File: config.mk
export PLATFORM = sky130hd
export DESIGN_NAME = sfa_mul
export DESIGN_NICKNAME = d
export VERILOG_FILES = /design/src/sfa_mul.sv
export SDC_FILE = /design/constraint.sdc
export NUM_CORES = 2
export LEC_CHECK = 0
export ABC_CLOCK_PERIOD_IN_PS = 13500
export BUFFER_PORTS_ARGS = -buffer_cell sky130_fd_sc_hd__buf_2
export CAP_MARGIN = 10
export CORE_AREA = 2 2 318 320
export DETAILED_ROUTE_END_ITERATION = 6
export DIE_AREA = 0 0 320 322
export PLACE_DENSITY = 0.58
export REMOVE_ABC_BUFFERS = 1
export SLEW_MARGIN = 25
export SYNTH_ARGS = -nofsm -noshare
export SYNTH_HDL_FRONTEND = slang
export SYNTH_SLANG_ARGS = --single-unit
File: constraint.sdc
create_clock -name i_clk -period 13.5 [get_ports i_clk]
set_clock_uncertainty 0.2 [all_clocks]
set_input_delay 1.35 -clock i_clk [delete_from_list [all_inputs] [get_ports i_clk]]
set_output_delay 1.35 -clock i_clk [all_outputs]
set_load 0.02 [all_outputs]
File: src/sfa_mul.sv
// Registered signed multiplier shared by the sequencer.
module sfa_mul (
    input  logic               i_clk,
    input  logic signed [32:0] i_a,
    input  logic signed [32:0] i_b,
    output logic signed [63:0] o_p
);
    logic signed [65:0] w_full;
    logic signed [63:0] r_p;

    assign w_full = i_a * i_b;

    always_ff @(posedge i_clk) begin
        r_p <= w_full[63:0];
    end

    assign o_p = r_p;
endmodule

======== Word-level counts from Yosys, hierarchy flattened ========
Cells that the tools add are included.
word-level totals
  memory bits (read-only) ................. 0
  memory bits (writable) .................. 0
  bits of input ports ..................... 67
  bits in registers ....................... 64
  output and inout bits ................... 64
  memories kept ........................... 0
  logic and storage cells ................. 2
  bits in latches ......................... 0
operators by class
  order comparisons ....................... 0
  $add $sub $neg .......................... 0
  reduce and logical (&&, ||, !) cells .... 0
  shift operators ......................... 0
  $mul .................................... 1
  div/mod/pow operators ................... 0
  bitwise gates (word level) .............. 0
  mux-type cells .......................... 0
  equality and inequality tests ........... 0
operators with widths
  kind                          number
  multiplier 33 x 33 -> 64 bit  1

======== Longest topological paths before layout ========
  depth in word-level cells ............... 1
  depth in mapped cells ................... 28

======== Least setup slack after synthesis ========
No wires, ideal clock.
  kind .................................... input to register
  start point ............................. input i_a[32]
  end point ............................... register r_p[63], in the netlist o_p[63]
  buffers on the path ..................... 1
  stages .................................. 24
  arrival time ............................ 8.542 ns
  path slack .............................. 4.686 ns
  cells stage by stage .................... clkbuf_1 -> nand2_1 -> inv_1 -> fa_1 -> fa_1 -> fa_1 -> inv_1 -> fa_1 -> inv_1 -> fa_1 -> fa_1 -> fa_1 -> inv_1 -> fa_1 -> inv_1 -> ha_1 -> a21o_1 -> a21o_1 -> a21oi_1 -> nand2_1 -> o31ai_1 -> o211ai_1 -> a21oi_1 -> xnor2_1
between the ends
  word-level cells in the longest chain between the ends .. 1
ends and longest elaborated chain
  item                          RTL line  RTL
  from (decl)                   4         input logic signed [32:0] i_a,
  multiplier 33 x 33 -> 64 bit  11        assign w_full = i_a * i_b;
  via w_full[63]                8         logic signed [65:0] w_full;
  to (signal assigned)          14        r_p <= w_full[63:0];
  to (decl)                     9         logic signed [63:0] r_p;
The timed path passes the listed nets, and every way through them passes these cells.

======== Final worst setup path ========
  start point ............................. input i_b[0]
  end point ............................... register r_p[62], in the netlist o_p[62]
between the ends
  word-level cells in the longest chain between the ends .. 1
ends and longest elaborated chain
  item                          RTL line  RTL
  from (decl)                   5         input logic signed [32:0] i_b,
  multiplier 33 x 33 -> 64 bit  11
  via w_full[62]                8
The timed path passes the listed nets, and every way through them passes these cells.

==> key figures <==
Route
  – Number of DRC markers in iteration 0: approximately 1400
  – First-pass DRT Iterations: 5
  – Number of remaining DRC errors: 0
  – Wire per inst: around 20 microns
  – Via Count: roughly 27000
  – Antenna-violating nets left: 0
  – Drt total wl: approximately 110000 microns
  – Vias per cell: 4.994

GRT
  – Largest net degree at the start of global routing: 35
  – Grt ovf: 0
  – Initial antenna violation count: 2
  – Vias in the first global route: slightly above 30000
  – Overall routing resource usage: approximately 22%
  – First-pass GRT wire length: 173400 microns

CTS
  – Clk slew on worst S/H paths: around 70 ps
  – Post-cts sizing count: 0
  – Clk buf depth: 2
  – CTS tree: built
  – Clock Tree Root: clkbuf_16
  – Setup Fix Bufs, Post-CTS: 0
  – Hold buffer count at cts: 0
  – CTS Buf Count: 9
  – H-tree levels: 3
  – TritonCTS Sinks: between 60 and 70

Worst setup path
  – Required @ worst endpoint: around 14000 ps
  – Worst Setup End Kind: flop
  – Setup crit start kind: input port
  – Max FO, Critical Path: 33
  – Slowest cell on crit path: fa_1
  – CP peak stage delay: just over 900 ps
  – CP Class: in2reg
  – CP dominant cell by count: fa_1
  – Crit path DAT: ~10000 ps
  – CP cell instances: buf_2 > nand2_1 > inv_1 > fa_1 > fa_1 > fa_1 > buf_4 > inv_1 > fa_1 > inv_1 > fa_1 > fa_1 > fa_1 > inv_1 > fa_1 > inv_1 > ha_1 > nand3_1 > nor4_1 > nand3_1 > o211ai_1 > a21oi_1 > a21oi_1 > xor2_1

Cells and area
  – Post-Route Utilization: 41.63%
  – Ant diodes: 0
  – Register area: between 1000 and 1500 sq um
  – Share of cells above drive strength 1: between 4 and 5%
  – Fillcell total: just under 10000
  – Area of the multi-input gates: between 30000 and 40000 sq um
  – Area Growth Syn to Fin: 4.816%
  – Final #Nets: approximately 5600
  – Max FFs per register: 64
  – Final std cells w/o fill: 5455

STA
  – Setup TNS: 0 ps
  – Fmax: between 90 and 100 MHz
  – PnR worst setup slack: 3388 ps
  – Hold Vio Cnt, Final: 0
  – Final worst-path cycle share: around three quarters
  – Tightest slew margin relative to the limit: 36.62%
  – RSZ-0062 raised after global routing: false
  – Final Critical Period: between 10000 and 15000 ps
  – Slew Limit Fails: 0
  – # setup viols final: 0
  – Worst slew pin tran: 950.7 ps

Synth
  – Cell area after synthesis: between 30000 and 40000 sq um
  – Cells after Synth: around 4200
  – Mean post-synth cell area: ~9.4 sq um
  – Async set-reset flop share out of synthesis: 0%
  – Synth warn: 0
  – Ys flop type: dfxtp_1
  – Seq cells post-synth: 64
  – Top-area cell type share of the netlist area: between 50% and 60%
  – Yosys cell types: between 50 and 60
  – Post-synth EDFFs: 0
  – Most instantiated cells after synthesis: 1125 x fa_1, 1086 x inv_1, 548 x and2_1, 547 x nand2_1, 222 x clkbuf_1
  – Cell with the most instances after synthesis: fa_1
  – Seq/Total Area, Yosys: ~3.2%
  – Yosys top cell by area: fa_1
  – Leading post-synthesis cells by cell area: fa_1 57%, inv_1 10%, and2_1 8.7%

Die
  – Core area: 99570 sq um
  – Initial Util: about two fifths
  – Core Rows: about 120
  – Chip height: 322 microns
  – Die ar.: 103000 sq um
  – Top-level port count: about 130
  – DIE WIDTH: about 320 microns

Place
  – Placer Congestion: ~0.9
  – PortBufs: 130
  – DP Cell Count: 5439
  – Post-detail-place hpwl: roughly 85000 microns
  – Setup WS pre-CTS: 3060 ps

Flow run
  – Max Cap Viol: 0

Outcome
  – Status: complete, no violations

Hold path
  – Tightest Hold Check Type: in2reg
-- critical path, delay by kind of cell --
family,cells,cell delay [ps]
AOI/OAI and AO/OA,3,1060
and+or+nand+nor,4,1160
buffers and inverters,7,1530
xor gates and xnor gates,1,150
adders and majority gates,9,4950
-- kinds of logic (layout without fill, tap and decap cells) --
family / Yosys count / count (layout) / share of synthesized area [%]
DFF: 64 / 64 / 3.240
muxes: 1 / 1 / 0.02531
AOI/OAI and AO/OA: 200 / 200 / 3.253
and+or+nand+nor: 1221 / 1221 / 15.72
xor gates and xnor gates: 76 / 76 / 1.683
adders and majority gates: 1337 / 1337 / 63.66
buffers and inverters: 1308 / 1258 / 12.42
-- per-stage QoR --
step	area (sq um)	hold slack [ps]
after floorplan	38710	1272
after CTS	41450	1352
after global placement	41180	1566
after detailed placement	41180	1565
after global routing	41450	1407
final	41450	1379
-- final cells by class --
| type | count | area share [%] |
|---|---|---|
| Tap cell | 1298 | 3.918 |
| Inverter | 1086 | 9.835 |
| Multi-Input combinational cell | 2835 | 80.47 |
| Clock buffer | 13 | 0.6038 |
| Timing Repair Buffer | 156 | 2.041 |
| Clock inverter | 3 | 0.04226 |
| Sequential cell | 64 | 3.091 |
-- path summary, 6_finish.rpt --
check / startpoint / to / slack [ps] / cells past startpoint
hold / removal: i_b[0] / o_p[0] / 1380 / 2
setup / recovery: i_b[0] / o_p[62] / 3390 / 24
-- placed cells by master, fill, tap and decap left out, types with 7 or more instances in the layout --
master	count
fa_1	1125
dfxtp_1	64
a211oi_1	8
nand2_1	547
o21ai_0	29
nor2_1	18
xnor2_1	55
xor2_1	21
nand4_1	12
o211ai_1	7
and2_1	548
o21a_1	18
nor3_1	11
buf_4	26
inv_1	1086
nand2b_1	9
a21oi_1	69
nand3_1	18
a21o_1	18
buf_2	130
o21bai_1	7
nor2b_1	32
clkbuf_16	9
ha_1	212
-- metal layers --
layer / global-route usage (%) / wire length [microns] / vias up
li1: - / - / 11814
met1: 29.32 / 44180 / 14558
met2: 37.31 / 52700 / 725
met3: 3.332 / 5929 / 143
met4: 6.322 / 3290 / 2
met5: 0 / 13 / -
Power is not shown: default switching activity piles up to over one toggle a cycle in this logic, so the estimate is an artifact.
