**src/sfa_pkg.sv**
```systemverilog
// Shared types, codes and helper functions for the steering block.
package sfa_pkg;

    localparam int W  = 32;
    localparam int F  = 16;
    localparam int CW = 31;

    localparam logic signed [63:0] WMAX = 64'sd2147483647;
    localparam logic signed [63:0] WMIN = -64'sd2147483648;

    localparam logic OPCODE_LOAD = 1'b1;

    typedef enum logic [1:0] {
        MODE_SEEK   = 2'd0,
        MODE_FLEE   = 2'd1,
        MODE_ARRIVE = 2'd2,
        MODE_NONE   = 2'd3
    } t_mode;

    typedef enum logic [2:0] {
        CFG_STEER_MODE     = 3'd0,
        CFG_MAX_SPEED      = 3'd1,
        CFG_MAX_ACCEL      = 3'd2,
        CFG_TARGET_RADIUS  = 3'd3,
        CFG_SLOW_RADIUS    = 3'd4,
        CFG_TIME_TO_TARGET = 3'd5,
        CFG_STOP_SPEED     = 3'd6
    } t_cfg_idx;

    typedef enum logic [4:0] {
        ST_IDLE, ST_NEXT,
        ST_LEN_X, ST_LEN_Y, ST_LEN_ADD, ST_LEN_WAIT,
        ST_SC_X, ST_SC_XD, ST_SC_XW, ST_SC_Y, ST_SC_YD, ST_SC_YW,
        ST_MD_MUL, ST_MD_DIV, ST_MD_WAIT,
        ST_EU0, ST_EU1, ST_EU2, ST_EU3, ST_EU4,
        ST_DONE
    } t_state;

    typedef enum logic [3:0] {
        PH_DIST, PH_TS, PH_TV, PH_EX, PH_EY, PH_ALEN, PH_ACC, PH_SP, PH_SCL, PH_SP2
    } t_phase;

    typedef struct packed {
        logic start;
        logic is_sqrt;
    } t_iter_req;

    typedef struct packed {
        logic busy;
        logic done;
    } t_iter_stat;

    function automatic logic signed [31:0] sat_word(input logic signed [63:0] v);
        logic signed [31:0] r;
        if (v > WMAX) r = 32'sh7fffffff;
        else if (v < WMIN) r = 32'sh80000000;
        else r = v[31:0];
        return r;
    endfunction

    // product scaled down by the fraction, rounded toward zero
    function automatic logic signed [63:0] frac_down(input logic signed [63:0] v);
        logic signed [63:0] m;
        logic signed [63:0] r;
        if (v < 0) begin
            m = -v;
            r = -(m >> F);
        end else begin
            r = v >> F;
        end
        return r;
    endfunction

endpackage

```
**src/sfa_iter.sv**
```systemverilog
// Bit-serial signed divider and integer square root on one shared datapath.
module sfa_iter (
    input  logic                   i_clk,
    input  logic                   i_rst_n,
    input  sfa_pkg::t_iter_req     i_req,
    input  logic [63:0]            i_num,
    input  logic [31:0]            i_den,
    output sfa_pkg::t_iter_stat    o_stat,
    output logic signed [63:0]     o_quot,
    output logic [31:0]            o_root
);
    logic        r_busy;
    logic        r_done;
    logic        r_sqrt;
    logic        r_neg;
    logic [5:0]  r_cnt;
    logic [63:0] r_a;
    logic [34:0] r_rem;
    logic [63:0] r_q;
    logic [31:0] r_den;

    logic [32:0] w_drem;
    logic        w_dge;
    logic [35:0] w_srem;
    logic [35:0] w_strial;
    logic        w_sge;

    always_comb begin
        w_drem   = {r_rem[31:0], r_a[63]};
        w_dge    = w_drem >= {1'b0, r_den};
        w_srem   = {r_rem[33:0], r_a[63:62]};
        w_strial = {2'b00, r_q[31:0], 2'b01};
        w_sge    = w_srem >= w_strial;
    end

    always_ff @(posedge i_clk) begin
        if (!i_rst_n) begin
            r_busy <= 1'b0;
            r_done <= 1'b0;
        end else begin
            r_done <= 1'b0;
            if (i_req.start) begin
                r_busy <= 1'b1;
                r_cnt  <= i_req.is_sqrt ? 6'd31 : 6'd63;
            end else if (r_busy) begin
                r_cnt <= r_cnt - 6'd1;
                if (r_cnt == 6'd0) begin
                    r_busy <= 1'b0;
                    r_done <= 1'b1;
                end
            end
        end
    end

    always_ff @(posedge i_clk) begin
        if (i_req.start) begin
            r_sqrt <= i_req.is_sqrt;
            r_neg  <= !i_req.is_sqrt && i_num[63];
            r_a    <= (!i_req.is_sqrt && i_num[63]) ? (64'd0 - i_num) : i_num;
            r_rem  <= '0;
            r_q    <= '0;
            r_den  <= i_den;
        end else if (r_busy) begin
            if (r_sqrt) begin
                r_a   <= {r_a[61:0], 2'b00};
                r_rem <= w_sge ? 35'(w_srem - w_strial) : 35'(w_srem);
                r_q   <= {r_q[62:0], w_sge};
            end else begin
                r_a   <= {r_a[62:0], 1'b0};
                r_rem <= w_dge ? 35'(w_drem - {1'b0, r_den}) : 35'(w_drem);
                r_q   <= {r_q[62:0], w_dge};
            end
        end
    end

    assign o_stat.busy = r_busy;
    assign o_stat.done = r_done;
    assign o_quot      = r_neg ? -$signed(r_q) : $signed(r_q);
    assign o_root      = r_q[31:0];
endmodule

```
**config.mk**
```make
export PLATFORM = sky130hd
export DESIGN_NAME = sfa_iter
export DESIGN_NICKNAME = d
export VERILOG_FILES = /design/src/sfa_pkg.sv /design/src/sfa_iter.sv
export SDC_FILE = /design/constraint.sdc
export NUM_CORES = 1
export LEC_CHECK = 0
export BUFFER_PORTS_ARGS = -buffer_cell sky130_fd_sc_hd__buf_2
export CAP_MARGIN = 0
export CORE_ASPECT_RATIO = 0.75
export CORE_MARGIN = 5
export CORE_UTILIZATION = 30
export DETAILED_ROUTE_END_ITERATION = 8
export GPL_ROUTABILITY_DRIVEN = 1
export PLACE_DENSITY_LB_ADDON = 0.05
export SLEW_MARGIN = 30
export SYNTH_ARGS = -nofsm -noshare
export SYNTH_HDL_FRONTEND = slang
export SYNTH_SLANG_ARGS = --single-unit
export TNS_END_PERCENT = 10
```
**constraint.sdc**
```tcl
create_clock -name i_clk -period 9.9 [get_ports i_clk]
set_input_delay 2.97 -clock i_clk [delete_from_list [all_inputs] [get_ports i_clk]]
set_output_delay 2.97 -clock i_clk [all_outputs]
set_load 0.05 [all_outputs]
```
## Yosys cells after proc, flatten, opt, wreduce, memory -nomap -nowiden

Index checks and enable logic that the tools add are counted.

- $add $sub $neg: 5
- Multiply operators: 0
- Divide/modulo/power cells: 0
- $lt $le $gt $ge: 2
- Equal/unequal tests: 0
- Shift operators: 0
- Multiplexer cells: 16
- Bitwise logic cells: 2
- Reductions and logical operators: 6

Operator list:

| cell | number |
|---|---|
| $mux 64 | 5 |
| $mux 34 | 3 |
| $neg 64->64 | 1 |
| $sub 1x64->64 const A | 1 |
| $ge 36x34->1 | 1 |
| $sub 33x32->34 | 1 |
| $sub 34x34->34 | 1 |
| $ge 33x32->1 | 1 |
| $mux 6 | 3 |
| $logic_not 6->1 | 1 |
| $sub 6x1->6 const B | 1 |
| $mux 1 | 5 |
| $reduce_or 3->1 | 1 |
| $not 1->1 | 2 |
| $reduce_and 2->1 | 1 |
| $reduce_bool 2->1 | 1 |
| $logic_and 1x1->1 | 1 |
| $logic_not 1->1 | 1 |

- Flip-flop bits (word level): 204
- Bits in latches: 0
- RAM bits: 0
- Bits in read-only memories: 0
- Output and inout port bits: 98
- Logic and storage cells: 40
- Memories kept: 0

## Depth between registers and ports, before layout

Gate-level depths: netlist of run 1.

- Word-level depth: 4
- Mapped depth: 16
- Gate-level depth less buffers: 12

## Worst setup path after synthesis of run 1

OpenSTA, ideal clock, no wires.

- Path type: register to output
- Start: reg r_q[18]
- End: out o_quot[63]
- Data arrival time: 3.096 ns
- Data required time: 6.930 ns
- Setup slack: 3.834 ns
- Stages on the path, launching flop included: 10
- Path buffers: 1
- Cells stage by stage: dfxtp_1 -> clkbuf_1 -> or4_1 -> nor4_1 -> nand2_1 -> nor3_1 -> nand3_1 -> nor4_1 -> a31oi_1 -> xor2_1

- Cells in the longest elaborated chain, start to end: 2

Ends and longest elaborated chain:

| item | RTL line | RTL |
|---|---|---|
| from (decl) | sfa_iter.sv:19 | `logic [63:0] r_q;` |
| from (signal assigned) | sfa_iter.sv:67 | `r_q <= {r_q[62:0], w_sge};` |
| from (signal assigned) | sfa_iter.sv:71 | `r_q <= {r_q[62:0], w_dge};` |
| $neg 64->64 | sfa_iter.sv:78 | `assign o_quot = r_neg ? -$signed(r_q) : $signed(r_q);` |
| $mux 64 | sfa_iter.sv:78 |  |
| to (decl) | sfa_iter.sv:9 | `output logic signed [63:0] o_quot,` |

Every way passes these cells.

## Worst setup path in the final report of run 1

- Start: reg r_q[18]
- End: out o_quot[61]

Same word-level chain as after synthesis.

==> results.cfg, run 1 <==
[setup_path]
cpLargestDelayFamily = simple AND/OR/NAND/NOR gates
cp-end-kind = output pin
r2r_end = r_rem[17]
crit_cells = 10
crit_slowest_cell = or4_1
reg2regPathDepth = 12
critPathBufInv = 1
r2r_slack_ns = 5.56
cp_cell_sequence = or4_1 -> nor4_1 -> nand2_1 -> nor3_1 -> nand3_1 -> nor3_1 -> nand2_1 -> o21ai_0 -> xnor2_1 -> buf_2
worstSetupEndpoint = o_quot[61]
critical_path_class = flip-flop to output pin
worstPathMaxFanout = 9
arrival_ns = 4.17
cp.required_ns = 6.93
startpoint = r_q[18]
max_stage_delay_ns = 0.62
startpoint_type = flip-flop
r2r_start = r_q[0]

[drt]
routed-via-count = 13500
drcViolationCount = 0
routed_via_density = 5.08
wl_per_cell_microns = 18.7
drt_iter0_drc = 943
ant_nets = 0
wl_mm = 49.8
dr.pass1.iters = 5

[yosys]
yosysWarnings = 0
synthMuxAreaShare = 0.0878
synth_top_family_by_area = compound AO/OA/AOI/OAI gates
synthAdderAreaFrac = 0.0573
synth-xor-area-share = 0.0992
ys_seq_area_frac = 0.328
synth_edf_count = 104
synth_cells = 1844
yosysUniqueCellTypes = 72
synth_nets = 2015
syn-cell-area_sq_mm = 0.0156
synth_compound_gate_area_share = 0.193
ys.flop_type = edfxtp_1
synth.avg_cell_area_sq_um = 8.48
synth_seq_cells = 204
synthSimpleGateAreaFrac = 0.171
ys_async_sr_fraction = 0

[sta]
setup_violations = 0
hold_viol = 0
max_slew_margin = 0.394
fin_skew_ns = 0.0148
worst_pin_slew_ns = 0.909
rsz0062_at_grt = false
slew_viol_final = 0
period_minus_slack_ns = 7.14
max_freq_mhz = 140
period_share = 0.722
setup_tns_ns = 0
whs_ns = 0.470

[grt]
grt.overflow.total = 0
grt_max_degree = 84
first_global_vias = 13000
antenna_found_initial = 0
grt_pass1_wl_mm = 77.3
grt.total_usage = 0.167

[placement]
dp_hpwl_mm = 37.6
io_buffers = 197
gp_congestion = 0.853
postPlaceCellArea_sq_mm = 0.0169

[finish]
antenna_cells = 0
area_growth_pct = 13.7
finalNetCount = 2111
fillers = 5495
final_cell_area_sq_mm = 0.0178
drive_gt1_frac = 0.139
final_common_cell = buf_2
final_cell_mix = buf_2 (196), nand2_1 (188), nor2_1 (154)

[die]
fp.dieH_microns = 208
die_w_microns = 274
initial_core_util = 0.303
ios = 198
core_region_area_sq_mm = 0.0515
rows = 72
dieArea_sq_mm = 0.0568

[power_and_ir_drop]
power.leakage_nw = 7.42
power_density_mw_per_mm2 = 220
ir_worst_vdd_uv = 118

[clock_tree]
cts_buffers = 26
clk_pin_slew_worst_paths_ns = 0.06
cts_tree = built
clock_path_buffers = 3
htreeDepth = 1
hold_buffers = 0
cts_setup_buffers = 0
post_cts_resized = 0
root_buffer = clkbuf_16
clock_latency_ns = 0.56
clock-sinks = 204

[hold_path]
hp-class = flip-flop to flip-flop

[flow_run]
maxCapViolations = 0

[status]
status = complete, no violations
[where the power goes]
group / internal, mW / switching (mW) / total, mW / leakage [nW]
clock: 0.539 / 0.403 / 0.942 / 0.412
sequential: 0.982 / 0.110 / 1.09 / 1.85
combinational: 0.687 / 1.18 / 1.87 / 5.16
[synth_stat cells, types with 12 or more instances]
library cell / count / share of area
xnor2_1: 128 / 0.072
a32o_1: 15 / 0.0096
a21oi_1: 96 / 0.031
edfxtp_1: 104 / 0.20
xor2_1: 49 / 0.027
clkbuf_1: 85 / 0.020
nand4_1: 17 / 0.0068
or4_1: 12 / 0.0058
o21ai_0: 131 / 0.042
inv_1: 89 / 0.021
ha_1: 70 / 0.056
buf_1: 14 / 0.0034
dfxtp_1: 100 / 0.13
o41ai_1: 12 / 0.0067
nand2_1: 188 / 0.045
o211ai_1: 30 / 0.014
a21o_1: 23 / 0.011
nor2_1: 155 / 0.037
or3_1: 17 / 0.0068
nor2b_1: 19 / 0.0076
o21a_1: 12 / 0.0058
nand2b_1: 18 / 0.0072
nor3_1: 45 / 0.014
buf_4: 37 / 0.018
a211oi_1: 20 / 0.0096
nand3_1: 31 / 0.0099
o31ai_1: 34 / 0.016
mux2i_1: 136 / 0.087
nor4_1: 22 / 0.0088
[layout make-up]
class / instances / area [sq um] / area share
multi-input combinational: 1410 / 9510 / 0.535
timing repair buffer: 209 / 1090 / 0.0611
tap: 703 / 880 / 0.0495
clock inverter: 14 / 113 / 0.00633
inverter: 89 / 334 / 0.0188
clock buffer: 34 / 721 / 0.0405
sequential: 204 / 5130 / 0.289
[state kept, by name, indices dropped and copies added (netlist names)]
name    flops
r_done      1
r_sqrt      1
r_rem      34
r_busy      1
r_q        64
r_den      32
r_neg       1
r_cnt       6
r_a        64
[metrics by stage]
step,utilization,worst slack [ns],std cells,power [mW]
6_report,0.345,2.76,2663,3.90
5_1_grt,0.345,2.47,2663,4.17
4_1_cts,0.345,2.68,2663,3.94
3_5_place_dp,0.329,3.32,2615,2.96
3_3_place_gp,0.329,3.42,2615,2.97
2_1_floorplan,-,3.83,1844,2.46
[worst min-delay path by stage]
stage | cells past startpoint | end | start | slack, ns
after floorplan | 1 | r_rem[32] | r_rem[32] | 0.44
after detailed placement | 1 | r_rem[32] | r_rem[32] | 0.46
after CTS | 1 | r_rem[32] | r_rem[32] | 0.47
after global placement | 1 | r_rem[32] | r_rem[32] | 0.45
after global routing | 1 | r_rem[32] | r_rem[32] | 0.49
final | 1 | r_rem[32] | r_rem[32] | 0.47
[logic make-up after synthesis]
logic type,Yosys count
AO/OA/AOI/OAI,461
XOR/XNOR,177
adder cells (fa/ha/maj),71
buffers and inverters,230
flip-flops,204
multiplexers,137
AND/OR/NAND/NOR,564
[metal layers]
layer  track usage  share of wire  vias up  routed length, microns
li1              -              -     6871                       -
met1         0.279           0.55     6331                   27400
met2         0.225           0.38      284                   19100
met3        0.0260          0.054       34                    2700
met4        0.0226          0.012        0                     591
met5             0              0        -                       0
No activity file was read; power rests on OpenSTA's default activity.
==> run 2: changes to the inputs <==
- ABC_AREA: not set -> 1
- clock period: 9.9 -> 6.7 ns (I/O delays scaled with it)
==> results.cfg, run 2 <==
[status]
status = complete, no violations

[clock_tree]
cts_tree = built
hold_buffers = 0
cts_buffers = 27
post_cts_resized = 0
htreeDepth = 1
root_buffer = clkbuf_16
clock_path_buffers = 3
clock_latency_ns = 0.57
clock-sinks = 204
clk_pin_slew_worst_paths_ns = 0.06
cts_setup_buffers = 0

[drt]
routed_via_density = 5.00
ant_nets = 0
drt_iter0_drc = 1634
routed-via-count = 19600
dr.pass1.iters = 5
drcViolationCount = 0
wl_mm = 75.5
wl_per_cell_microns = 19.2

[setup_path]
critPathBufInv = 2
cp.required_ns = 4.69
cp-end-kind = output pin
cp_cell_sequence = inv_1 -> ha_1 -> nand3_2 -> nor2_4 -> nand3_2 -> nor2_2 -> nand2_1 -> o21ai_2 -> nand2_2 -> a21oi_1 -> xor2_1 -> buf_2
crit_slowest_cell = o21ai_2
worstPathMaxFanout = 4
max_stage_delay_ns = 0.35
startpoint_type = flip-flop
cpLargestDelayFamily = simple AND/OR/NAND/NOR gates
critical_path_class = flip-flop to output pin
arrival_ns = 3.15
cpMostUsedCell = nand3_2

[die]
die_w_microns = 297
initial_core_util = 0.301
core_region_area_sq_mm = 0.0617
fp.dieH_microns = 225
rows = 79
ios = 198
dieArea_sq_mm = 0.0670

[yosys]
synth_nets = 3150
synth_top_area_share = 0.168
ys_seq_area_frac = 0.276
post-synth-top-count-cell = nand2_1
yosysWarnings = 0
syn-cell-area_sq_mm = 0.0186
synth.top_cells.by_area = edfxtp_1 (17%), nand2_1 (17%), dfxtp_1 (11%)
synth_area_leader_cell = edfxtp_1
synth_common_cells = nand2_1 (822), inv_1 (444), nor2_1 (355)
synth_cells = 2979
ys.flop_type = edfxtp_1
ys_async_sr_fraction = 0
synth.avg_cell_area_sq_um = 6.23
synth_seq_cells = 204
synth_edf_count = 104
yosysUniqueCellTypes = 55

[sta]
setup_tns_ns = 0
period_minus_slack_ns = 5.16
max_freq_mhz = 194
slew_viol_final = 0
fin_skew_ns = 0.0154
hold_viol = 0
max_slew_margin = 0.359
worst_pin_slew_ns = 0.953
setup_violations = 0
rsz0062_at_grt = false
period_share = 0.770

[finish]
antenna_cells = 0
final_cell_mix = nand2_1 (822), inv_1 (443), nor2_1 (354)
reg_top3 = r_a (64), r_q (64), r_rem (34)
final_common_cell = nand2_1
area_growth_pct = 12.8
final_cell_area_sq_mm = 0.0209
drive_gt1_frac = 0.112
finalNetCount = 3264

[power_and_ir_drop]
power.leakage_nw = 10.6
ir_worst_vdd_uv = 205
swShare = 0.441
seq_power_share = 0.286
p_sw_mw = 2.38
cellInternalPower_mw = 3.02
clock_power_share = 0.292
power_density_mw_per_mm2 = 258
p_comb_frac = 0.422

[placement]
gp_congestion = 0.939
dp_hpwl_mm = 60.6
io_buffers = 197
postPlaceCellArea_sq_mm = 0.0200

[hold_path]
hp-class = flip-flop to flip-flop

[grt]
grt.total_usage = 0.217
antenna_found_initial = 1
first_global_vias = 18500
grt_pass1_wl_mm = 114
grt_max_degree = 79
grt.overflow.total = 0

[flow_run]
maxCapViolations = 0
## run 2: path summary, 6_finish.rpt
check	start	endpoint	slack [ns]	cells past startpoint
setup / recovery	r_q[0]	o_quot[52]	1.54	12
hold / removal	r_rem[32]	r_rem[32]	0.48	2
setup reg to reg	r_a[63]	r_rem[1]	2.80	15
hold reg to reg	r_rem[32]	r_rem[32]	0.48	2
## run 2: power by group through the flow
| stage | combinational [mW] | sequential, mW | clock [mW] |
|---|---|---|---|
| 4_1_cts | 2.26 | 1.54 | 1.62 |
| 5_1_grt | 2.55 | 1.55 | 1.66 |
| 3_5_place_dp | 2.25 | 1.57 | 0 |
| 2_1_floorplan | 1.63 | 1.50 | 0 |
| 6_report | 2.28 | 1.54 | 1.58 |
| 3_3_place_gp | 2.25 | 1.57 | 0 |
## run 2: cell type report
cell class / instances / area, sq um
inverters: 455 / 1710
flip-flops and latches: 204 / 5120
well taps: 810 / 1010
multi-input cells: 2193 / 11100
clock inverters: 20 / 243
clock buffers: 29 / 693
fillers: 6980 / 40700
repair buffers: 212 / 1100
## run 2: layer usage
layer	wire, microns	global-route usage
met2	29200	0.306
met1	39900	0.345
met5	13	0
met4	1510	0.0398
met3	4840	0.0377
## run 2: cell families after synthesis
group                      synth area share
buffers and inverters                 0.129
AOI/OAI and AO/OA                     0.113
DFF                                   0.276
adders and majority gates            0.0483
and+or+nand+nor                       0.387
xor gates and xnor gates             0.0472
## run 2: worst min-delay path: stages, from the launching register on
cell and delay (ns):
dfxtp_1 0.32, nand2_1 0.07, nand2_1 0.05
## run 2: metrics by stage
step	std cells	hold WS (ns)	util	setup WS, ns	total power, mW
global placement	3874	0.463	0.324	2.21	3.82
finish	3923	0.477	0.340	1.54	5.40
global route	3923	0.505	0.340	1.35	5.76
detailed placement	3874	0.466	0.324	2.17	3.82
CTS	3923	0.477	0.339	1.54	5.43
floorplan	2979	0.444	-	2.11	3.12
